--- config.mk ---
export PLATFORM = sky130hd
export DESIGN_NAME = keypad_scan_entry
export DESIGN_NICKNAME = d
export VERILOG_FILES = /design/src/hdl/kse_pkg.sv /design/src/hdl/kse_scan.sv /design/src/hdl/kse_entry.sv /design/src/hdl/keypad_scan_entry.sv
export SDC_FILE = /design/constraint.sdc
export NUM_CORES = 1
export LEC_CHECK = 0
export BUFFER_PORTS_ARGS = -buffer_cell sky130_fd_sc_hd__buf_2
export CORE_MARGIN = 10
export CORE_UTILIZATION = 55
export DETAILED_ROUTE_END_ITERATION = 8
export PLACE_DENSITY = 0.83
export SYNTH_ARGS = -nofsm -noshare
export SYNTH_HDL_FRONTEND = slang
export SYNTH_SLANG_ARGS = --single-unit
--- constraint.sdc ---
create_clock -name clk -period 6.5 [get_ports clk]
set_clock_uncertainty 0.1 [all_clocks]
set_input_delay 0 -clock clk [delete_from_list [all_inputs] [get_ports clk]]
set_output_delay 0 -clock clk [all_outputs]
set_load 0.03 [all_outputs]
--- src/hdl/kse_pkg.sv ---
// shared types, codes and key table for the keypad scan and entry block
package kse_pkg;

    // event codes carried on the result stream
    typedef enum logic [2:0] {
        EVT_NONE      = 3'd0,
        EVT_STORED    = 3'd1,
        EVT_ERASED    = 3'd2,
        EVT_ENTRY_OUT = 3'd3,
        EVT_EMPTY     = 3'd4,
        EVT_DROPPED   = 3'd5
    } evt_kind_t;

    localparam int unsigned BUF_SLOTS = 16;

    localparam logic [7:0] KEY_ENTER = 8'h45; // 'E'
    localparam logic [7:0] KEY_CLEAR = 8'h43; // 'C'

    localparam logic [3:0] DRIVE_ALL_LOW = 4'h0;
    localparam logic [3:0] COLS_RELEASED = 4'hF;

    // row by row: 123A 456B 789C E0FD
    localparam logic [7:0] KEY_TABLE [16] = '{
        8'h31, 8'h32, 8'h33, 8'h41,
        8'h34, 8'h35, 8'h36, 8'h42,
        8'h37, 8'h38, 8'h39, 8'h43,
        8'h45, 8'h30, 8'h46, 8'h44
    };

    // key handed over on release
    typedef struct packed {
        logic       valid;
        logic [7:0] key;
    } key_rel_t;

    // one result word, without the row drive
    typedef struct packed {
        evt_kind_t  kind;
        logic [7:0] ch;
        logic [3:0] pos;
        logic       last;
    } result_t;

endpackage

--- src/hdl/kse_scan.sv ---
// keypad row probe and release detection
module kse_scan
(
    input  logic              clk,
    input  logic              rst_n,
    input  logic              tick,
    input  logic [3:0]        cols,
    input  logic [7:0]        settle_ticks,
    output logic [3:0]        drive,
    output kse_pkg::key_rel_t key_rel
);

    typedef enum logic [1:0] {
        PH_IDLE,
        PH_PROBE,
        PH_RELEASE
    } phase_t;

    phase_t      phase_reg, phase_next;
    logic [1:0]  row_reg, row_next;
    logic [7:0]  settle_reg, settle_next;
    logic [7:0]  key_reg, key_next;
    logic [1:0]  col_low;
    logic [3:0]  probe_drive;

    // lowest low column, column 3 when only it is low
    always_comb
    begin
        if (!cols[0])
        begin
            col_low = 2'd0;
        end
        else if (!cols[1])
        begin
            col_low = 2'd1;
        end
        else if (!cols[2])
        begin
            col_low = 2'd2;
        end
        else
        begin
            col_low = 2'd3;
        end
    end

    always_comb
    begin
        phase_next  = phase_reg;
        row_next    = row_reg;
        settle_next = settle_reg;
        key_next    = key_reg;
        key_rel     = '0;
        unique case (phase_reg)
            PH_PROBE:
            begin
                if (settle_reg != 8'd0)
                begin
                    settle_next = settle_reg - 8'd1;
                end
                else if (cols != kse_pkg::COLS_RELEASED)
                begin
                    key_next   = kse_pkg::KEY_TABLE[{row_reg, col_low}];
                    phase_next = PH_RELEASE;
                end
                else if (row_reg == 2'd3)
                begin
                    phase_next = PH_IDLE;
                    row_next   = 2'd0;
                end
                else
                begin
                    row_next    = row_reg + 2'd1;
                    settle_next = settle_ticks;
                end
            end
            PH_RELEASE:
            begin
                if (cols == kse_pkg::COLS_RELEASED)
                begin
                    key_rel.valid = 1'b1;
                    key_rel.key   = key_reg;
                    phase_next    = PH_IDLE;
                    row_next      = 2'd0;
                end
            end
            default:
            begin
                if (cols != kse_pkg::COLS_RELEASED)
                begin
                    phase_next  = PH_PROBE;
                    row_next    = 2'd0;
                    settle_next = settle_ticks;
                end
            end
        endcase
    end

    // drive for the next tick follows from where the scan ends up
    assign probe_drive = ~(4'd1 << row_next);
    assign drive       = (phase_next == PH_IDLE) ? kse_pkg::DRIVE_ALL_LOW : probe_drive;

    always_ff @(posedge clk or negedge rst_n)
    begin
        if (!rst_n)
        begin
            phase_reg  <= PH_IDLE;
            row_reg    <= 2'd0;
            settle_reg <= 8'd0;
            key_reg    <= 8'd0;
        end
        else if (tick)
        begin
            phase_reg  <= phase_next;
            row_reg    <= row_next;
            settle_reg <= settle_next;
            key_reg    <= key_next;
        end
    end

endmodule

--- src/hdl/kse_entry.sv ---
// entry buffer with erase, store and ordered read-out on enter
module kse_entry #(
    parameter int unsigned ENTRY_DEPTH = 16
)
(
    input  logic               clk,
    input  logic               rst_n,
    input  logic               tick,
    input  logic               adv,
    input  kse_pkg::key_rel_t  key_rel,
    output kse_pkg::result_t   res,
    output logic               busy
);

    localparam int unsigned CAP   = (ENTRY_DEPTH < kse_pkg::BUF_SLOTS) ?
                                    ((ENTRY_DEPTH < 1) ? 1 : ENTRY_DEPTH) : kse_pkg::BUF_SLOTS;
    localparam int unsigned CNT_W = $clog2(CAP + 1);
    localparam int unsigned IDX_W = (CAP > 1) ? $clog2(CAP) : 1;

    logic [7:0]       buf_mem [CAP];
    logic [CNT_W-1:0] count_reg, count_next;
    logic             busy_reg, busy_next;
    logic [IDX_W-1:0] idx_reg, idx_next;
    logic [IDX_W-1:0] last_idx_reg, last_idx_next;
    logic             store_en;
    logic [CNT_W-1:0] count_dec;

    assign busy      = busy_reg;
    assign count_dec = count_reg - 1'b1;

    always_comb
    begin
        res           = '0;
        res.kind      = kse_pkg::EVT_NONE;
        res.last      = 1'b1;
        count_next    = count_reg;
        busy_next     = busy_reg;
        idx_next      = idx_reg;
        last_idx_next = last_idx_reg;
        store_en      = 1'b0;
        if (busy_reg)
        begin
            // read-out of the remaining characters
            res.kind = kse_pkg::EVT_ENTRY_OUT;
            res.ch   = buf_mem[idx_reg];
            res.pos  = 4'(idx_reg);
            res.last = (idx_reg == last_idx_reg);
            if (adv)
            begin
                idx_next  = idx_reg + 1'b1;
                busy_next = (idx_reg != last_idx_reg);
            end
        end
        else if (key_rel.valid)
        begin
            if (key_rel.key == kse_pkg::KEY_ENTER)
            begin
                count_next = '0;
                if (count_reg == '0)
                begin
                    res.kind = kse_pkg::EVT_EMPTY;
                end
                else
                begin
                    // first character goes out now, the rest follow
                    res.kind      = kse_pkg::EVT_ENTRY_OUT;
                    res.ch        = buf_mem[0];
                    res.last      = (count_reg == CNT_W'(1));
                    busy_next     = (count_reg != CNT_W'(1));
                    idx_next      = IDX_W'(1);
                    last_idx_next = IDX_W'(count_dec);
                end
            end
            else if (key_rel.key == kse_pkg::KEY_CLEAR)
            begin
                if (count_reg != '0)
                begin
                    count_next = count_dec;
                    res.kind   = kse_pkg::EVT_ERASED;
                    res.pos    = 4'(count_dec);
                end
            end
            else if (count_reg < CNT_W'(CAP))
            begin
                store_en   = 1'b1;
                count_next = count_reg + 1'b1;
                res.kind   = kse_pkg::EVT_STORED;
                res.ch     = key_rel.key;
                res.pos    = 4'(count_reg);
            end
            else
            begin
                res.kind = kse_pkg::EVT_DROPPED;
                res.ch   = key_rel.key;
            end
        end
    end

    always_ff @(posedge clk)
    begin
        if (tick && store_en)
        begin
            buf_mem[count_reg[IDX_W-1:0]] <= key_rel.key;
        end
    end

    always_ff @(posedge clk or negedge rst_n)
    begin
        if (!rst_n)
        begin
            count_reg    <= '0;
            busy_reg     <= 1'b0;
            idx_reg      <= '0;
            last_idx_reg <= '0;
        end
        else if (tick || (busy_reg && adv))
        begin
            count_reg    <= count_next;
            busy_reg     <= busy_next;
            idx_reg      <= idx_next;
            last_idx_reg <= last_idx_next;
        end
    end

endmodule

--- src/hdl/keypad_scan_entry.sv ---
// top level: 4x4 keypad scanner feeding a character entry buffer
// a result word passes through the input register, then the result register
// throughput: one input word per cycle unless a read-out or back-pressure holds it; an
// enter key with n stored characters gives n result words, one per cycle while
// m_axis_tready is high, and holds the input stage until the last of them is loaded
// reset: async active low; scan idle, buffer empty, settle_ticks back to 1
module keypad_scan_entry #(
    parameter int unsigned ENTRY_DEPTH = 16
)
(
    input  logic        clk,
    input  logic        rst_n,
    // settle time register
    input  logic        cfg_wr_en,
    input  logic [7:0]  cfg_wr_data,
    // column samples
    input  logic        s_axis_tvalid,
    output logic        s_axis_tready,
    input  logic [7:0]  s_axis_tdata,   // [3:0] column_lines, [7:4] zero
    // result words
    output logic        m_axis_tvalid,
    input  logic        m_axis_tready,
    output logic [15:0] m_axis_tdata,   // [3:0] row_drive, [11:4] entry_char,
                                        // [15:12] entry_position
    output logic [2:0]  m_axis_tuser,   // [2:0] event_kind
    output logic        m_axis_tlast    // last_result
);

    logic              [7:0] settle_ticks_reg;

    // input register
    logic                    in_valid_reg;
    logic              [3:0] in_cols_reg;

    // result register
    logic                    out_valid_reg;
    logic              [3:0] out_drive_reg;
    kse_pkg::result_t        out_res_reg;

    logic                    load_ok;
    logic                    tick_fire;
    logic                    busy;
    logic              [3:0] scan_drive;
    kse_pkg::key_rel_t       key_rel;
    kse_pkg::result_t        res;

    // result register can take a word when empty or being drained
    assign load_ok   = !out_valid_reg || m_axis_tready;
    // a scan tick is processed only when no read-out is under way
    assign tick_fire = in_valid_reg && !busy && load_ok;
    assign s_axis_tready = !in_valid_reg || tick_fire;

    always_ff @(posedge clk or negedge rst_n)
    begin
        if (!rst_n)
        begin
            settle_ticks_reg <= 8'd1;
        end
        else if (cfg_wr_en)
        begin
            settle_ticks_reg <= cfg_wr_data;
        end
    end

    always_ff @(posedge clk or negedge rst_n)
    begin
        if (!rst_n)
        begin
            in_valid_reg <= 1'b0;
        end
        else if (s_axis_tready)
        begin
            in_valid_reg <= s_axis_tvalid;
        end
    end

    always_ff @(posedge clk)
    begin
        if (s_axis_tready && s_axis_tvalid)
        begin
            in_cols_reg <= s_axis_tdata[3:0];
        end
    end

    kse_scan u_scan (
        .clk          (clk),
        .rst_n        (rst_n),
        .tick         (tick_fire),
        .cols         (in_cols_reg),
        .settle_ticks (settle_ticks_reg),
        .drive        (scan_drive),
        .key_rel      (key_rel)
    );

    // key_rel only counts on a processed tick
    kse_entry #(
        .ENTRY_DEPTH (ENTRY_DEPTH)
    ) u_entry (
        .clk     (clk),
        .rst_n   (rst_n),
        .tick    (tick_fire),
        .adv     (load_ok),
        .key_rel (key_rel),
        .res     (res),
        .busy    (busy)
    );

    always_ff @(posedge clk or negedge rst_n)
    begin
        if (!rst_n)
        begin
            out_valid_reg <= 1'b0;
        end
        else if (load_ok)
        begin
            out_valid_reg <= tick_fire || busy;
        end
    end

    // read-out words follow a release, which always leaves all rows low
    always_ff @(posedge clk)
    begin
        if (load_ok && (tick_fire || busy))
        begin
            out_drive_reg <= busy ? kse_pkg::DRIVE_ALL_LOW : scan_drive;
            out_res_reg   <= res;
        end
    end

    assign m_axis_tvalid = out_valid_reg;
    assign m_axis_tdata  = {out_res_reg.pos, out_res_reg.ch, out_drive_reg};
    assign m_axis_tuser  = out_res_reg.kind;
    assign m_axis_tlast  = out_res_reg.last;

endmodule

After elaboration in Yosys (flattened, before gate mapping)
Memories as Yosys holds them, arrays and structs flattened. A register that Yosys moved wholly into a read port is not among the register bits. Index checks and enable logic that the tools add are counted. Widths: inputs -> output; s select.

RAM bits: 128. Input port bits: 21. Output and inout port bits: 22. Flip-flop bits (word level): 60. Memory bits (read-only): 128. Memories: 2. Bits in latches: 0.

Muxes and demuxes: 58. Bitwise logic cells: 7. Shift operators: 1. Reductions and logical operators: 29. Add/subtract/negate cells: 5. $lt $le $gt $ge: 1. $mul: 0. Div/mod/pow operators: 0. Equal/unequal tests: 16.

Memories: (name not given) (words 16, width 8, read ports 1, clocked after memory_dff 1, wr ports 0, RTL line kse_scan.sv:63) `key_next = kse_pkg::KEY_TABLE[{row_reg, col_low}];`; u_entry.buf_mem (words 16, width 8, read ports 2, clocked after memory_dff 0, wr ports 1, RTL line kse_entry.sv:20) `logic [7:0] buf_mem [CAP];`.

Operator list (count): $mux 8 (6); $mux 4 (9); $mux 2 (13); $mux 11 (2); $mux 5 (4); $reduce_and 5->1 (4); $mux 9 (2); $eq 8x7->1 const B (2); $pmux 8 s2 (1); $mux 1 (15); $mux 15 (1); $mux 13 (1); $ne 3x2->1 const B (3); $pmux 2 s2 (2); $reduce_bool 8->1 (1); $sub 8x1->8 const B (1); $logic_and 1x1->1 (6); $mux 3 (2); $reduce_bool 2->1 (3); $add 5x1->5 const B (1); $eq 5x1->1 const B (1); $logic_not 5->1 (1); $lt 5x5->1 const B (1); $ne 5x1->1 const B (1); other kinds (22) (34).

Logic depth before layout (Yosys ltp)
Depth in word-level cells: 11. Mapped depth: 9. Mapped depth without buffers: 7.

Modules after synthesis
Synthesis repeated with hierarchy kept, for this count alone.

Cells, all modules: 658. Area, all modules: 9061.2 µm².

By module, submodules not included: kse_entry (cells an instance 412, seq. area each 4194.0 µm², times used 1, area an instance 6403.6 µm²); kse_scan (cells an instance 185, seq. area each 450.4 µm², times used 1, area an instance 1465.2 µm²); keypad_scan_entry (cells an instance 61, seq. area each 972.2 µm², times used 1, area an instance 1192.4 µm²).

Least setup slack after synthesis
No wires, ideal clock.

Kind: reg-to-reg. Start: reg u_entry.idx_reg[0]. End: reg out_res_reg (netlist bit m_axis_tdata[5]) (data pin). Stages on the path, launching flop included: 7. Setup slack: 4.123 ns. Data arrival time: 2.016 ns. Cells stage by stage: dfrtp_1 -> buf_2 -> buf_2 -> mux4_2 -> mux4_2 -> nand2_1 -> o21ai_0.

RTL lines: start: declaration (RTL line kse_entry.sv:23) `logic [IDX_W-1:0] idx_reg, idx_next;`; start signal: assignment (RTL line kse_entry.sv:120) `idx_reg <= idx_next;`; end signal: assignment (RTL line keypad_scan_entry.sv:126) `out_res_reg <= res;`; end: declaration (RTL line keypad_scan_entry.sv:38) `kse_pkg::result_t out_res_reg;`.

Final worst setup path
Start: reg u_entry.busy_reg (netlist: u_entry.busy). End: mem u_entry.buf_mem[7][2], enable pin.

Longest elaborated chain between the ends: 6.

RTL lines: start: declaration (RTL line kse_entry.sv:22) `logic busy_reg, busy_next;`; start signal: assignment (RTL line kse_entry.sv:119) `busy_reg <= busy_next;`; $logic_not 1->1 (RTL line keypad_scan_entry.sv:50) `assign tick_fire = in_valid_reg && !busy && load_ok;`; $logic_and 1x1->1 (2 in a row) (RTL line keypad_scan_entry.sv:50); $logic_and 1x1->1 (*) (RTL line kse_entry.sv:101) `if (tick && store_en)`; $mux 1 (*) (RTL line kse_entry.sv:101); $mux 1 (implied by the code) (*) (RTL line kse_entry.sv:103) `buf_mem[count_reg[IDX_W-1:0]] <= key_rel.key;`; end: declaration (RTL line kse_entry.sv:20).

Mark *: on every way between the ends. The rest lies on a longest branch, timed or not.

==> reports/results.ini <==
[floorplanning]
rows = 42
dieArea_sq_um = 18570
start_util_pct = 56.16
ioPinCount = 43
die_w_um = 136.3
coreArea_sq_um = 13240
die_h_um = 136.3

[power]
power_density_nw_per_um2 = 326.3
p_leak_nw = 3.233
ir_drop_mv = 0.2311

[sta]
hold_violations = 0
worst_slew_pin_slew_ns = 1.229
period_share_pct = 49.44
finalMaxSlewViolations = 0
rsz0062_at_grt = false
setup_ws_ns = 3.286
setup_violations = 0
max_slew_margin_pct = 17.74
period_needed_ns = 3.214
fin_tns_setup_ns = 0
fmax_mhz = 311.2

[finish]
drive_above_1_share_pct = 20.20
antennaDiodeCount = 0
largest_register_ffs = 96
nets = 638
nFillCells = 928
areaGrowthSynthToFinish_pct = 14.69

[place]
dp_hpwl_mm = 11.01
place.gp.congestion = 0.9091
post-place-ws_ns = 3.382
port_buffers = 37

[setup_path]
end_kind = flip-flop
crit_chain = inv_1 -> nand3_1 -> nor4_1 -> nand2_1 -> nor2_1
cp_slowest_stage_delay_ns = 0.64
path_class = flip-flop to flip-flop
cp_num_buf_inv = 1
slowest_stage = dfrtp_1
r2r-start = u_entry.busy
rr_worst_depth = 5
critPathTopFamily = simple AND/OR/NAND/NOR gates
r2r_slack_ns = 3.29
r2r_end = u_entry.buf_mem[7][2]
startpoint_type = flip-flop
crit_arrival_ns = 3.19
critPathRequiredTime_ns = 6.48
crit_fanout = 19

[detailed_routing]
route.detailed.drc = 0
firstDrtPassIters = 5
routed-via-count = 4838
vias_per_cell = 6.124
routed_wl_mm = 16.50
wl_per_cell_um = 20.89
ant_nets = 0
drt_iter0_markers = 425

[cts]
cts_buffers = 17
cts.htree.levels = 4
cts_sinks = 160
cts_tree = built
cts_max_path_buffers = 2
clock_latency_ns = 0.44
postCtsSetupBuffers = 0
root_buffer = clkbuf_16
cts-resized-gates = 0
clk_pin_slew_ns = 0.06
ctsHoldBuffers = 23

[global_route]
grt_max_degree = 43
first_global_vias = 4954
grt_pass1_wl_mm = 26.25
antenna_found_initial = 0
gr-total-overflow = 0
grt.total_usage_pct = 18.61

[synth]
syn_inst = 548
ys_seq_area_share_pct = 61.79
synth_top_area_cell = edfxtp_1
ys_types = 59
syn_nets = 585
yosys_warnings = 0
synth.avg_cell_area_sq_um = 13.57
synth_edf_count = 118
syn_area_sq_um = 7437
async_reset_ff_share_pct = 26.25
ys_seq_elements = 160
synth.top_cell.area_share_pct = 47.64
synthFlopType = edfxtp_1
yosys-top-cells-area = edfxtp_1 (48%), dfrtp_1 (14%), mux4_2 (9.1%), ha_1 (2.7%), nand2_1 (2.6%)

[run]
max_cap_viol_count = 0

[worst_hold_path]
min_path_type = input port to async pin

[status]
outcome = completed

## logic make-up (layout without fill, tap and decap cells)
family                   after synthesis  after routing  synth area share (%)
XOR/XNOR                               7              7                0.8244
buffers and inverters                 54            120                 3.062
other                                  1              1               0.05042
adder cells (fa/ha/maj)               16             16                 2.692
multiplexers                          45             45                 11.26
AO/OA/AOI/OAI                        109            109                 9.673
AND/OR/NAND/NOR                      156            156                 10.65
flip-flops                           160            160                 61.79
## synthesized netlist by cell type (all sizes together), types with 9 or more instances
library cell	number
nor2	39
nand2	53
clkbuf	11
inv	25
edfxtp	118
ha	16
a21oi	26
buf	18
o21ai	38
mux2	9
nor3	10
mux4	30
dfrtp	41
nand3	14
## how the worst max path moves through the flow
stage | from | end | slack, ns | cells after the start
after floorplan | u_entry.idx_reg[0] | m_axis_tdata[5] | 4.12 | 6
after global placement | u_entry.busy | u_entry.buf_mem[11][5] | 3.48 | 5
after detailed placement | u_entry.busy | u_entry.buf_mem[11][3] | 3.38 | 5
after CTS | u_entry.busy | u_entry.buf_mem[11][1] | 3.37 | 5
after global routing | u_entry.busy | u_entry.buf_mem[14][3] | 3.11 | 5
final | u_entry.busy | u_entry.buf_mem[7][2] | 3.29 | 5
## per-layer routing
layer | wire length (um) | up-vias | GRT usage [%]
met1 | 6537 | 2418 | 21.93
met4 | 453 | 0 | 7.811
met3 | 1186 | 34 | 5.092
met5 | 0 | - | 0
li1 | - | 2188 | -
met2 | 8323 | 198 | 31.45
## cell type report
cell class | instances | area [sq um] | share of cell area [%]
clock buffers | 17 | 425.4 | 4.988
clock inverters | 15 | 142.6 | 1.672
repair buffers | 63 | 437.9 | 5.134
multi-input cells | 334 | 2614 | 30.64
flip-flops and latches | 160 | 4596 | 53.88
well taps | 176 | 220.2 | 2.582
inverters | 25 | 93.84 | 1.100
## stage by stage
stage | cell area [sq um] | instances | hold slack [ns] | power (W) | utilization [%]
after global placement | 7731 | 735 | 0.08192 | 0.001795 | 58.38
final | 8529 | 790 | 0.1552 | 0.002783 | 64.41
after global routing | 8529 | 790 | 0.1866 | 0.002898 | 64.41
after CTS | 8529 | 790 | 0.1789 | 0.002788 | 64.41
after detailed placement | 7731 | 735 | 0.08133 | 0.001821 | 58.38
after floorplan | 7437 | 548 | -0.3956 | 0.001683 | -
## report_power, final
group | switching (W) | internal (W)
Combinational | 0.000326 | 0.000226
Sequential | 0.0000974 | 0.00118
Clock | 0.000450 | 0.000507
## worst reg2reg max path: stages (launching register included)
cell	delay, ns
dfrtp_1	0.64
inv_1	0.33
nand3_1	0.48
nor4_1	0.46
nand2_1	0.28
nor2_1	0.56
## layout by cell type, fill, tap and decap left out, types with 4 or more instances in the layout
master,n
edfxtp_1,118
nand2_1,52
dfrtp_1,41
nor2_1,39
buf_2,37
o21ai_0,33
mux4_2,30
a21oi_1,26
inv_1,25
dlygate4sd3_1,23
clkbuf_16,17
ha_1,16
nand3_1,13
nor3_1,10
mux2_2,9
nand4_1,6
and3_1,6
nand2b_1,6
mux2i_1,6
o211ai_1,6
xor2_1,5
o21ai_1,5
inv_8,5
o41ai_1,4
nor2b_1,4
o21a_1,4
a22oi_1,4
inv_6,4
Power figures use the tool's default switching activity.
